[src/rtl/hrk_pkg.sv]
// ----------------------------------------------------------------------------
// hrk_pkg
// Shared types, constants and helper functions of the keyboard report differ.
// ----------------------------------------------------------------------------
package hrk_pkg;

  localparam int KEY_SLOTS = 6;
  localparam int NumMods   = 6;
  localparam int NumEvents = NumMods + 2 * KEY_SLOTS;

  localparam logic [9:0] FlagShift = 10'h003;
  localparam logic [9:0] FlagCtrl  = 10'h0C0;
  localparam logic [9:0] FlagAlt   = 10'h300;

  localparam logic [7:0] ScanLctrl  = 8'd224;
  localparam logic [7:0] ScanLshift = 8'd225;
  localparam logic [7:0] ScanLalt   = 8'd226;
  localparam logic [7:0] ScanRctrl  = 8'd228;
  localparam logic [7:0] ScanRshift = 8'd229;
  localparam logic [7:0] ScanRalt   = 8'd230;

  localparam logic [2:0] BitLctrl  = 3'd0;
  localparam logic [2:0] BitLshift = 3'd1;
  localparam logic [2:0] BitLalt   = 3'd2;
  localparam logic [2:0] BitRctrl  = 3'd4;
  localparam logic [2:0] BitRshift = 3'd5;
  localparam logic [2:0] BitRalt   = 3'd6;

  typedef logic [KEY_SLOTS-1:0][7:0] key_arr_t;

  // Everything the serializer needs to emit the events of one report.
  typedef struct packed {
    logic [NumEvents-1:0] mask;
    logic [7:0]           mods;
    key_arr_t             cur;
    key_arr_t             prior;
  } evt_set_t;

  // True for usage codes that have a scancode (identity mapping).
  function automatic logic key_mapped(input logic [7:0] code);
    key_mapped = ((code >= 8'h04) && (code <= 8'h31)) ||
                 ((code >= 8'h33) && (code <= 8'h38)) ||
                 ((code >= 8'h3A) && (code <= 8'h45)) ||
                 ((code >= 8'h4F) && (code <= 8'h52));
  endfunction

  function automatic logic [9:0] flags_of(input logic [7:0] m);
    logic [9:0] f;
    f = '0;
    if ((m & 8'h22) != 8'h00) f = f | FlagShift;
    if ((m & 8'h11) != 8'h00) f = f | FlagCtrl;
    if ((m & 8'h44) != 8'h00) f = f | FlagAlt;
    flags_of = f;
  endfunction

  // Bit position in the modifier byte of modifier event number idx.
  function automatic logic [2:0] mod_pos(input int idx);
    logic [2:0] p;
    case (idx)
      0:       p = BitLctrl;
      1:       p = BitLshift;
      2:       p = BitLalt;
      3:       p = BitRctrl;
      4:       p = BitRshift;
      default: p = BitRalt;
    endcase
    mod_pos = p;
  endfunction

  function automatic logic [7:0] mod_scan(input int idx);
    logic [7:0] s;
    case (idx)
      0:       s = ScanLctrl;
      1:       s = ScanLshift;
      2:       s = ScanLalt;
      3:       s = ScanRctrl;
      4:       s = ScanRshift;
      default: s = ScanRalt;
    endcase
    mod_scan = s;
  endfunction

endpackage

[src/rtl/hid_report_key_event_differ.sv]
// ----------------------------------------------------------------------------
// hid_report_key_event_differ
// Turns boot keyboard reports into a stream of key press and release events.
// ----------------------------------------------------------------------------
//
//   Channel  Direction  Handshake                 Payload
//   report   in         in_valid_i / in_ready_o   modifier_byte_i, key_slot_*_i
//   event    out        out_valid_o / out_ready_i is_press_o, scan_code_o,
//                                                 mod_flags_o, last_event_o
//
// A report request is captured in an input register. There it is compared with the stored
// report, and its event set loads into the serializer once that is ready; the serializer
// issues one event per cycle into the output register while the output is not stalled.
// A report has at most eighteen events, and one with none issues nothing. A waiting
// report loads in the cycle the last event of the previous one is issued. Reset clears
// the stored report; a stalled output holds the event and backs up the input.
//
module hid_report_key_event_differ import hrk_pkg::*; (
  input  logic       clk_i,
  input  logic       rst_ni,
  input  logic       in_valid_i,
  output logic       in_ready_o,
  input  logic [7:0] modifier_byte_i,
  input  logic [7:0] key_slot_0_i,
  input  logic [7:0] key_slot_1_i,
  input  logic [7:0] key_slot_2_i,
  input  logic [7:0] key_slot_3_i,
  input  logic [7:0] key_slot_4_i,
  input  logic [7:0] key_slot_5_i,
  output logic       out_valid_o,
  input  logic       out_ready_i,
  output logic       is_press_o,
  output logic [7:0] scan_code_o,
  output logic [9:0] mod_flags_o,
  output logic       last_event_o
);

  logic                 in_valid_q;
  logic [7:0]           mods_q;
  key_arr_t             keys_q;
  logic [7:0]           prior_mods_q;
  key_arr_t             prior_keys_q;
  logic                 load_ready;
  logic                 load;
  logic [NumEvents-1:0] mask;
  evt_set_t             load_set;

  // The input register is free when empty or when its report moves on now.
  assign in_ready_o = !in_valid_q || load_ready;
  assign load       = in_valid_q && load_ready;

  always_ff @(posedge clk_i or negedge rst_ni) begin
    if (!rst_ni) begin
      in_valid_q <= 1'b0;
    end else if (in_ready_o) begin
      in_valid_q <= in_valid_i;
    end
  end

  always_ff @(posedge clk_i) begin
    if (in_valid_i && in_ready_o) begin
      mods_q    <= modifier_byte_i;
      keys_q[0] <= key_slot_0_i;
      keys_q[1] <= key_slot_1_i;
      keys_q[2] <= key_slot_2_i;
      keys_q[3] <= key_slot_3_i;
      keys_q[4] <= key_slot_4_i;
      keys_q[5] <= key_slot_5_i;
    end
  end

  // The stored report advances when a report hands its events over.
  always_ff @(posedge clk_i or negedge rst_ni) begin
    if (!rst_ni) begin
      prior_mods_q <= '0;
      prior_keys_q <= '0;
    end else if (load) begin
      prior_mods_q <= mods_q;
      prior_keys_q <= keys_q;
    end
  end

  hrk_diff u_diff (
    .mods_i       (mods_q),
    .cur_i        (keys_q),
    .prior_mods_i (prior_mods_q),
    .prior_i      (prior_keys_q),
    .mask_o       (mask)
  );

  assign load_set.mask  = mask;
  assign load_set.mods  = mods_q;
  assign load_set.cur   = keys_q;
  assign load_set.prior = prior_keys_q;

  hrk_serializer u_ser (
    .clk_i        (clk_i),
    .rst_ni       (rst_ni),
    .load_valid_i (in_valid_q),
    .load_set_i   (load_set),
    .load_ready_o (load_ready),
    .out_valid_o  (out_valid_o),
    .out_ready_i  (out_ready_i),
    .is_press_o   (is_press_o),
    .scan_code_o  (scan_code_o),
    .mod_flags_o  (mod_flags_o),
    .last_event_o (last_event_o)
  );

  // Every emitted event carries a real scancode.
  a_scan_nonzero: assert property (@(posedge clk_i) disable iff (!rst_ni)
    out_valid_o |-> (scan_code_o != 8'h00))
    else $error("event with empty scancode");

  // Events of one report follow one another without gaps once taken.
  a_burst: assert property (@(posedge clk_i) disable iff (!rst_ni)
    (out_valid_o && out_ready_i && !last_event_o) |=> out_valid_o)
    else $error("gap inside the events of one report");

  // A report waiting in the input register is not lost while blocked.
  a_hold: assert property (@(posedge clk_i) disable iff (!rst_ni)
    (in_valid_q && !in_ready_o) |=> (in_valid_q && $stable(mods_q)))
    else $error("blocked report dropped");

endmodule

[src/rtl/hrk_diff.sv]
// ----------------------------------------------------------------------------
// hrk_diff
// Compares a report with the stored one and flags every event it causes.
// ----------------------------------------------------------------------------
module hrk_diff import hrk_pkg::*; (
  input  logic [7:0]           mods_i,
  input  key_arr_t             cur_i,
  input  logic [7:0]           prior_mods_i,
  input  key_arr_t             prior_i,
  output logic [NumEvents-1:0] mask_o
);

  logic [7:0]           changed;
  logic [KEY_SLOTS-1:0] cur_in_prior;
  logic [KEY_SLOTS-1:0] prior_in_cur;

  assign changed = mods_i ^ prior_mods_i;

  always_comb begin
    cur_in_prior = '0;
    prior_in_cur = '0;
    for (int i = 0; i < KEY_SLOTS; i++) begin
      for (int j = 0; j < KEY_SLOTS; j++) begin
        if (cur_i[i] == prior_i[j]) cur_in_prior[i] = 1'b1;
        if (prior_i[i] == cur_i[j]) prior_in_cur[i] = 1'b1;
      end
    end
  end

  // Mapped codes are never zero, so empty slots drop out by themselves.
  always_comb begin
    mask_o = '0;
    for (int i = 0; i < NumMods; i++) begin
      mask_o[i] = changed[mod_pos(i)];
    end
    for (int i = 0; i < KEY_SLOTS; i++) begin
      mask_o[NumMods + i] = key_mapped(cur_i[i]) && !cur_in_prior[i];
      mask_o[NumMods + KEY_SLOTS + i] = key_mapped(prior_i[i]) && !prior_in_cur[i];
    end
  end

endmodule

[src/rtl/hrk_serializer.sv]
// ----------------------------------------------------------------------------
// hrk_serializer
// Holds the event set of one report and, while the output is not stalled,
// emits one event per cycle into the output register, in mask order.
// ----------------------------------------------------------------------------
module hrk_serializer import hrk_pkg::*; (
  input  logic       clk_i,
  input  logic       rst_ni,
  input  logic       load_valid_i,
  input  evt_set_t   load_set_i,
  output logic       load_ready_o,
  output logic       out_valid_o,
  input  logic       out_ready_i,
  output logic       is_press_o,
  output logic [7:0] scan_code_o,
  output logic [9:0] mod_flags_o,
  output logic       last_event_o
);

  logic [NumEvents-1:0] mask_q, mask_d;
  logic [NumEvents-1:0] pick, rest;
  logic [7:0]           mods_q;
  key_arr_t             cur_q, prior_q;
  logic                 out_valid_q, out_valid_d;
  logic                 is_press_q, last_q;
  logic [7:0]           scan_q;
  logic [9:0]           flags_q;
  logic                 out_free, has_evt, fire, load;
  logic                 sel_press;
  logic [7:0]           sel_scan;

  assign out_free     = !out_valid_q || out_ready_i;
  assign has_evt      = |mask_q;
  assign pick         = mask_q & (~mask_q + {{(NumEvents-1){1'b0}}, 1'b1});
  assign rest         = mask_q & ~pick;
  assign fire         = out_free && has_evt;
  assign load_ready_o = !has_evt || (fire && (rest == '0));
  assign load         = load_valid_i && load_ready_o;

  always_comb begin
    sel_press = 1'b0;
    sel_scan  = '0;
    for (int i = 0; i < NumMods; i++) begin
      if (pick[i]) begin
        sel_press = sel_press | mods_q[mod_pos(i)];
        sel_scan  = sel_scan | mod_scan(i);
      end
    end
    for (int i = 0; i < KEY_SLOTS; i++) begin
      if (pick[NumMods + i]) begin
        sel_press = 1'b1;
        sel_scan  = sel_scan | cur_q[i];
      end
      if (pick[NumMods + KEY_SLOTS + i]) begin
        sel_scan = sel_scan | prior_q[i];
      end
    end
  end

  always_comb begin
    mask_d = mask_q;
    if (load) begin
      mask_d = load_set_i.mask;
    end else if (fire) begin
      mask_d = rest;
    end
  end

  always_comb begin
    out_valid_d = out_valid_q;
    if (fire) begin
      out_valid_d = 1'b1;
    end else if (out_ready_i) begin
      out_valid_d = 1'b0;
    end
  end

  always_ff @(posedge clk_i or negedge rst_ni) begin
    if (!rst_ni) begin
      mask_q      <= '0;
      out_valid_q <= 1'b0;
    end else begin
      mask_q      <= mask_d;
      out_valid_q <= out_valid_d;
    end
  end

  always_ff @(posedge clk_i) begin
    if (load) begin
      mods_q  <= load_set_i.mods;
      cur_q   <= load_set_i.cur;
      prior_q <= load_set_i.prior;
    end
    if (fire) begin
      is_press_q <= sel_press;
      scan_q     <= sel_scan;
      flags_q    <= flags_of(mods_q);
      last_q     <= (rest == '0);
    end
  end

  assign out_valid_o  = out_valid_q;
  assign is_press_o   = is_press_q;
  assign scan_code_o  = scan_q;
  assign mod_flags_o  = flags_q;
  assign last_event_o = last_q;

endmodule
[config.mk]
export PLATFORM = sky130hd
export DESIGN_NAME = hid_report_key_event_differ
export DESIGN_NICKNAME = d
export VERILOG_FILES = /design/src/rtl/hrk_pkg.sv /design/src/rtl/hid_report_key_event_differ.sv /design/src/rtl/hrk_diff.sv /design/src/rtl/hrk_serializer.sv
export SDC_FILE = /design/constraint.sdc
export NUM_CORES = 1
export LEC_CHECK = 0
export ABC_AREA = 1
export BUFFER_PORTS_ARGS = -buffer_cell sky130_fd_sc_hd__buf_4
export CAP_MARGIN = 25
export CORE_ASPECT_RATIO = 0.75
export CORE_MARGIN = 2
export CORE_UTILIZATION = 35
export DETAILED_ROUTE_END_ITERATION = 6
export GPL_TIMING_DRIVEN = 0
export PLACE_DENSITY = 0.51
export SLEW_MARGIN = 20
export SYNTH_ARGS = -nofsm -noshare
export SYNTH_HDL_FRONTEND = slang
export SYNTH_HIERARCHICAL = 1
export SYNTH_SLANG_ARGS = --single-unit
export TNS_END_PERCENT = 30
[constraint.sdc]
create_clock -name clk_i -period 5.5 [get_ports clk_i]
set_input_delay 0.275 -clock clk_i [delete_from_list [all_inputs] [get_ports clk_i]]
set_output_delay 0.275 -clock clk_i [all_outputs]
set_load 0.02 [all_outputs]
## Word-level counts from Yosys, hierarchy flattened

Cells that the tools add are included.

| operators by class | value |
|---|---|
| eq/ne operators | 72 |
| reductions and logical operators | 126 |
| bitwise logic cells | 27 |
| $lt $le $gt $ge | 102 |
| add/sub/neg operators | 1 |
| multiplexer cells | 125 |

Operators by type and width:

| kind | number |
|---|---|
| equality test 8 bit | 72 |
| greater-or-equal comparator 8 x 6 -> 1 bit (second input constant) | 24 |
| less-or-equal comparator 8 x 6 -> 1 bit (second input constant) | 24 |
| less-or-equal comparator 8 x 7 -> 1 bit (second input constant) | 24 |
| two-way mux 8 bit | 24 |
| OR 8 bit | 17 |
| greater-or-equal comparator 8 x 3 -> 1 bit (second input constant) | 12 |
| greater-or-equal comparator 8 x 7 -> 1 bit (second input constant) | 12 |
| two-way mux 1 bit | 86 |
| logical AND 1 bit | 64 |
| logical OR 1 bit | 39 |
| AND 18 bit | 2 |
| two-way mux 18 bit | 2 |
| inverter 18 bit | 2 |
| less-than comparator 3 x 4 -> 1 bit (second input constant) | 6 |
| nonzero test 8 bit | 3 |
| adder 18 x 1 -> 18 bit (second input constant) | 1 |
| binary-select mux 1 bit (select 3 bit) | 6 |
| zero test 18 bit | 1 |
| two-way mux 3 bit | 6 |
| OR reduction 18 bit | 1 |
| zero test 1 bit | 15 |
| bitwise XOR 7 bit | 1 |
| OR reduction 6 bit | 1 |
| 3 further kinds | 8 |

| storage, ports and cells | value |
|---|---|
| logic and storage cells | 488 |
| bits in registers | 255 |

## Logic depth before layout (Yosys ltp)

| logic depth | value |
|---|---|
| word-level depth | 38 |
| gate-level depth with buffers | 17 |

## Hierarchy

The synthesis kept the hierarchy.

By module, submodules not included:

| module | area each (sq um) | cells an instance | instances |
|---|---|---|---|
| hrk_diff | 6618.8 | 1381 | 1 |
| hrk_serializer | 5632.9 | 479 | 1 |
| hid_report_key_event_differ | 3957.5 | 306 | 1 |

## Worst setup path before layout

OpenSTA, ideal clock, no wires.

| timing path | value |
|---|---|
| path type | reg2reg |
| start | register u_ser.mask_q[0] |
| end | register keys_q[0] (netlist bit), enable pin |
| arrival | 4514 ps |
| buffers on the path | 2 |
| stages on the path, launching flop included | 16 |
| slack | 498 ps |
| library setup time | 488 ps |
| period minus slack after synthesis | 5002 ps |
| data required time | 5012 ps |
| cell sequence | dfrtp_1 nor2_4 nand2_2 nor2_4 nand2_2 clkinv_2 nand2_2 nand2_2 inv_2 nor2_2 nand3_2 nand2_4 buf_8 buf_2 inv_1 a21oi_1 |

| on the way | value |
|---|---|
| longest elaborated chain between the ends | 10 |
| elaborated cells between the ends (all ways) | 13 |
| those cells by class | add/sub (1); bitwise (4); reduce/logical (8) |

Ends and longest elaborated chain:

| element | line | text |
|---|---|---|
| from (decl) | hrk_serializer.sv:20 | `logic [NumEvents-1:0] mask_q, mask_d;` |
| from (signal assigned) | hrk_serializer.sv:83 | `mask_q <= mask_d;` |
| inverter 18 bit | hrk_serializer.sv:34 | `assign pick = mask_q & (~mask_q + {{(NumEvents-1){1'b0}}, 1'b1});` |
| adder 18 x 1 -> 18 bit | hrk_serializer.sv:34 |  |
| AND 18 bit | hrk_serializer.sv:34 |  |
| inverter 18 bit | hrk_serializer.sv:35 | `assign rest = mask_q & ~pick;` |
| AND 18 bit | hrk_serializer.sv:35 |  |
| zero test 18 bit | hrk_serializer.sv:37 | `assign load_ready_o = !has_evt \|\| (fire && (rest == '0));` |
| logical AND 1 bit | hrk_serializer.sv:37 |  |
| logical OR 1 bit * | hrk_serializer.sv:37 |  |
| net load_ready | hid_report_key_event_differ.sv:43 | `logic load_ready;` |
| logical OR 1 bit * | hid_report_key_event_differ.sv:49 | `assign in_ready_o = !in_valid_q \|\| load_ready;` |
| logical AND 1 bit * | hid_report_key_event_differ.sv:61 | `if (in_valid_i && in_ready_o) begin` |
| to (decl) | hid_report_key_event_differ.sv:40 | `key_arr_t keys_q;` |

The timed path passes the listed nets; every way through them passes the cells marked *.
A chain may end at the register's enable or synchronous reset.

## Worst setup path after layout

| timing path | value |
|---|---|
| start | register u_ser.mask_q[6] |
| end | register keys_q[43] (netlist bit), enable pin |

Same word-level chain as after synthesis.

==> out/qor.txt <==
Initial Util - 35.7%
CTS tree - built
Hold Vio Cnt, Final - 0
# IOs - 82
Total area of sequential cells - 6930 sq um
WL/cell - 22.2 um
DRC errors left - 0
Fin crit share - 66.4%
Req. time, crit path - 5.74 ns
CTS H-tree lvls - 1
Setup violators final - 0
Slew @ Worst Pin - 1.12 ns
Detailed-route wire length - 65,000 um
Core ar. - 45,000 sq um
Sw frac - 50.9%
Syn Inst Count - 2,156
Critical Path Slowest Stage Cell - a21oi_4
Max-slew headroom - 25.1%
Vias - 14.9k
Drt pass-1 iters - 6
Worst Setup Start Kind - flip-flop
Drt via density - 5.08
First DRT Iteration DRCs - 1,913
Final Max Tran Viols - 0
CTS root buffer - clkbuf_16
DIE HEIGHT - 190 um
Vias in the first global route - 13.5k
Largest net degree at the start of global routing - 80
Fmax - 274 MHz
Area of the multi-input gates - 7320 sq um
Hold Path Class - primary input to flip-flop
Register share of total power - 27.7%
Antenna violation net count after detailed routing - 0
Synthesized area per cell - 7.46 sq um
Clock network power share - 12.5%
Clk sinks - 243
Int Pwr - 6.70 mW
Fillers - 4,574
Combinational Power Share - 59.8%
Maximum vdd drop - 0.373 mV
PD cells - 722 nW/um^2
Placer Congestion - 0.986
Tmin final - 3.65 ns
First-pass GRT wire length - 93,900 um
I/O Buffers - 75
Non-filler cells in the finished layout - 2,927
Worst-path clk slew - 0.07 ns
Die Width - 251 um
Global route overflow - 0
Dpl cells - 2,826
Post-CTS Resized - 0
Outcome - completed
Synth-to-Final Area Change - 17.6%
Clock Latency Late Sink - 0.54 ns
Placed cell area - 17,500 sq um
Postcts setup bufs - 0
RSZ-0062 raised after global routing - false
Leak Pwr - 9.09 nW
CTS Hold Bufs - 56
Layout Skew - 0.0228 ns
Die area - 47,700 sq um
Critical Path, Cell by Cell - nor2_1 -> nand2_1 -> nor2_4 -> nand2_2 -> clkinv_2 -> nand2_2 -> nand2_2 -> inv_2 -> nor2_2 -> nand3_2 -> nand2_4 -> buf_8 -> buf_2 -> inv_1 -> a21oi_4 -> buf_16 -> buf_16
Nets - 2,382
Syn. warnings - 6
Critical path class - flip-flop to flip-flop
Max stage delay on crit path - 0.49 ns
Max-cap viol count - 0
CP Max Fanout - 22
Detail Placement HPWL - 48,800 um
WP data arrival - 3.89 ns
Share of layout cells above drive strength 1 - 16.1%
CP endpoint kind - flip-flop
Net Switching - 6.94 mW
Post-Syn Area - 16,100 sq um
Gr usage total - 27.1%
Site row count - 67
Final Cell Area - 18,900 sq um
Most frequent CP cell - nand2_2
TritonCTS buffer count - 24
Initial antenna violation count - 1
Worst-case clock buffer depth - 3
[cell type report]
class	count	area share, %
Timing Repair Buffer	137	6.61
Antenna cell	1	0.0132
Multi-Input combinational cell	1628	38.7
Inverter	159	3.34
Tap cell	586	3.88
Sequential cell	243	36.6
Clock inverter	11	0.642
Clock buffer	33	3.67
Buffer	129	6.46
[per-layer routing]
metal | GRT usage [%] | up-vias | routed length, um
met4 | 5.54 | 0 | 1380
met1 | 41.7 | 6959 | 30500
met3 | 5.95 | 86 | 6940
met2 | 38.5 | 764 | 26200
met5 | 0 | - | 0
li1 | - | 7064 | -
[flip-flops by register name, indices dropped and copies added (netlist names), 3 cells and up]
| name | flops |
|---|---|
| u_ser/mask_q | 18 |
| u_ser/mod_flags_o | 3 |
| keys_q | 48 |
| mods_q | 6 |
| u_ser/mods_q | 6 |
| u_ser/scan_code_o | 8 |
| prior_mods_q | 6 |
| u_ser/cur_q | 48 |
| load_set | 48 |
| u_ser/prior_q | 48 |
[final timing paths]
kind / end / cells after the start / slack, ns / start
worst max-delay path: keys_q[43]$_DFFE_PP_ / 17 / 1.85 / u_ser/mask_q[6]$_DFFE_PN0P_
worst min-delay path: u_ser/out_valid_o$_DFFE_PN0P_ / 4 / 0.11 / out_ready_i
worst max register to register: keys_q[43]$_DFFE_PP_ / 17 / 1.85 / u_ser/mask_q[6]$_DFFE_PN0P_
worst min register to register: u_ser/prior_q[7]$_DFFE_PP_ / 0 / 0.48 / load_set[7]$_DFFE_PN0P_
max in group asynchronous: load_set[17]$_DFFE_PN0P_ / 3 / 4.65 / rst_ni
min in group asynchronous: load_set[39]$_DFFE_PN0P_ / 2 / 0.23 / rst_ni
[worst max-delay path: cells and delay by family (launching register included)]
family / cells / cell delay (ns)
AO/OA/AOI/OAI: 1 / 0.49
buffers and inverters: 7 / 1.25
flip-flops: 1 / 0.48
AND/OR/NAND/NOR: 9 / 1.07
[metrics by stage]
step	setup TNS [ns]	hold WS, ns	worst slack, ns	util (%)	power, mW
after floorplan	0	-0.0206	0.598	-	8.91
after global placement	-81.38	0.453	-1.52	38.6	11.5
after detailed placement	0	0.247	1.83	38.9	11.7
after CTS	0	0.102	1.82	42.0	13.5
after global routing	0	0.122	1.55	42.0	14.5
final	0	0.111	1.85	42.0	13.6
[power groups by stage]
stage | Combinational [mW] | Sequential, mW | Clock, mW
floorplan | 5.20 | 3.71 | 0
global placement | 7.65 | 3.87 | 0
detailed placement | 7.94 | 3.80 | 0
CTS | 8.00 | 3.78 | 1.74
global route | 8.85 | 3.86 | 1.81
finish | 8.16 | 3.78 | 1.71
[cell usage in the layout, fill, tap and decap left out, types with 27 or more instances in the layout]
cell type / instances
inv_2: 72
nand2_1: 961
buf_4: 116
nor2_1: 255
a21oi_1: 32
dlygate4sd3_1: 56
xor2_1: 120
inv_1: 69
nand4_1: 27
edfxtp_1: 169
dfrtp_1: 74
nand3_1: 121
buf_6: 76
No activity file was read; power rests on OpenSTA's default activity.
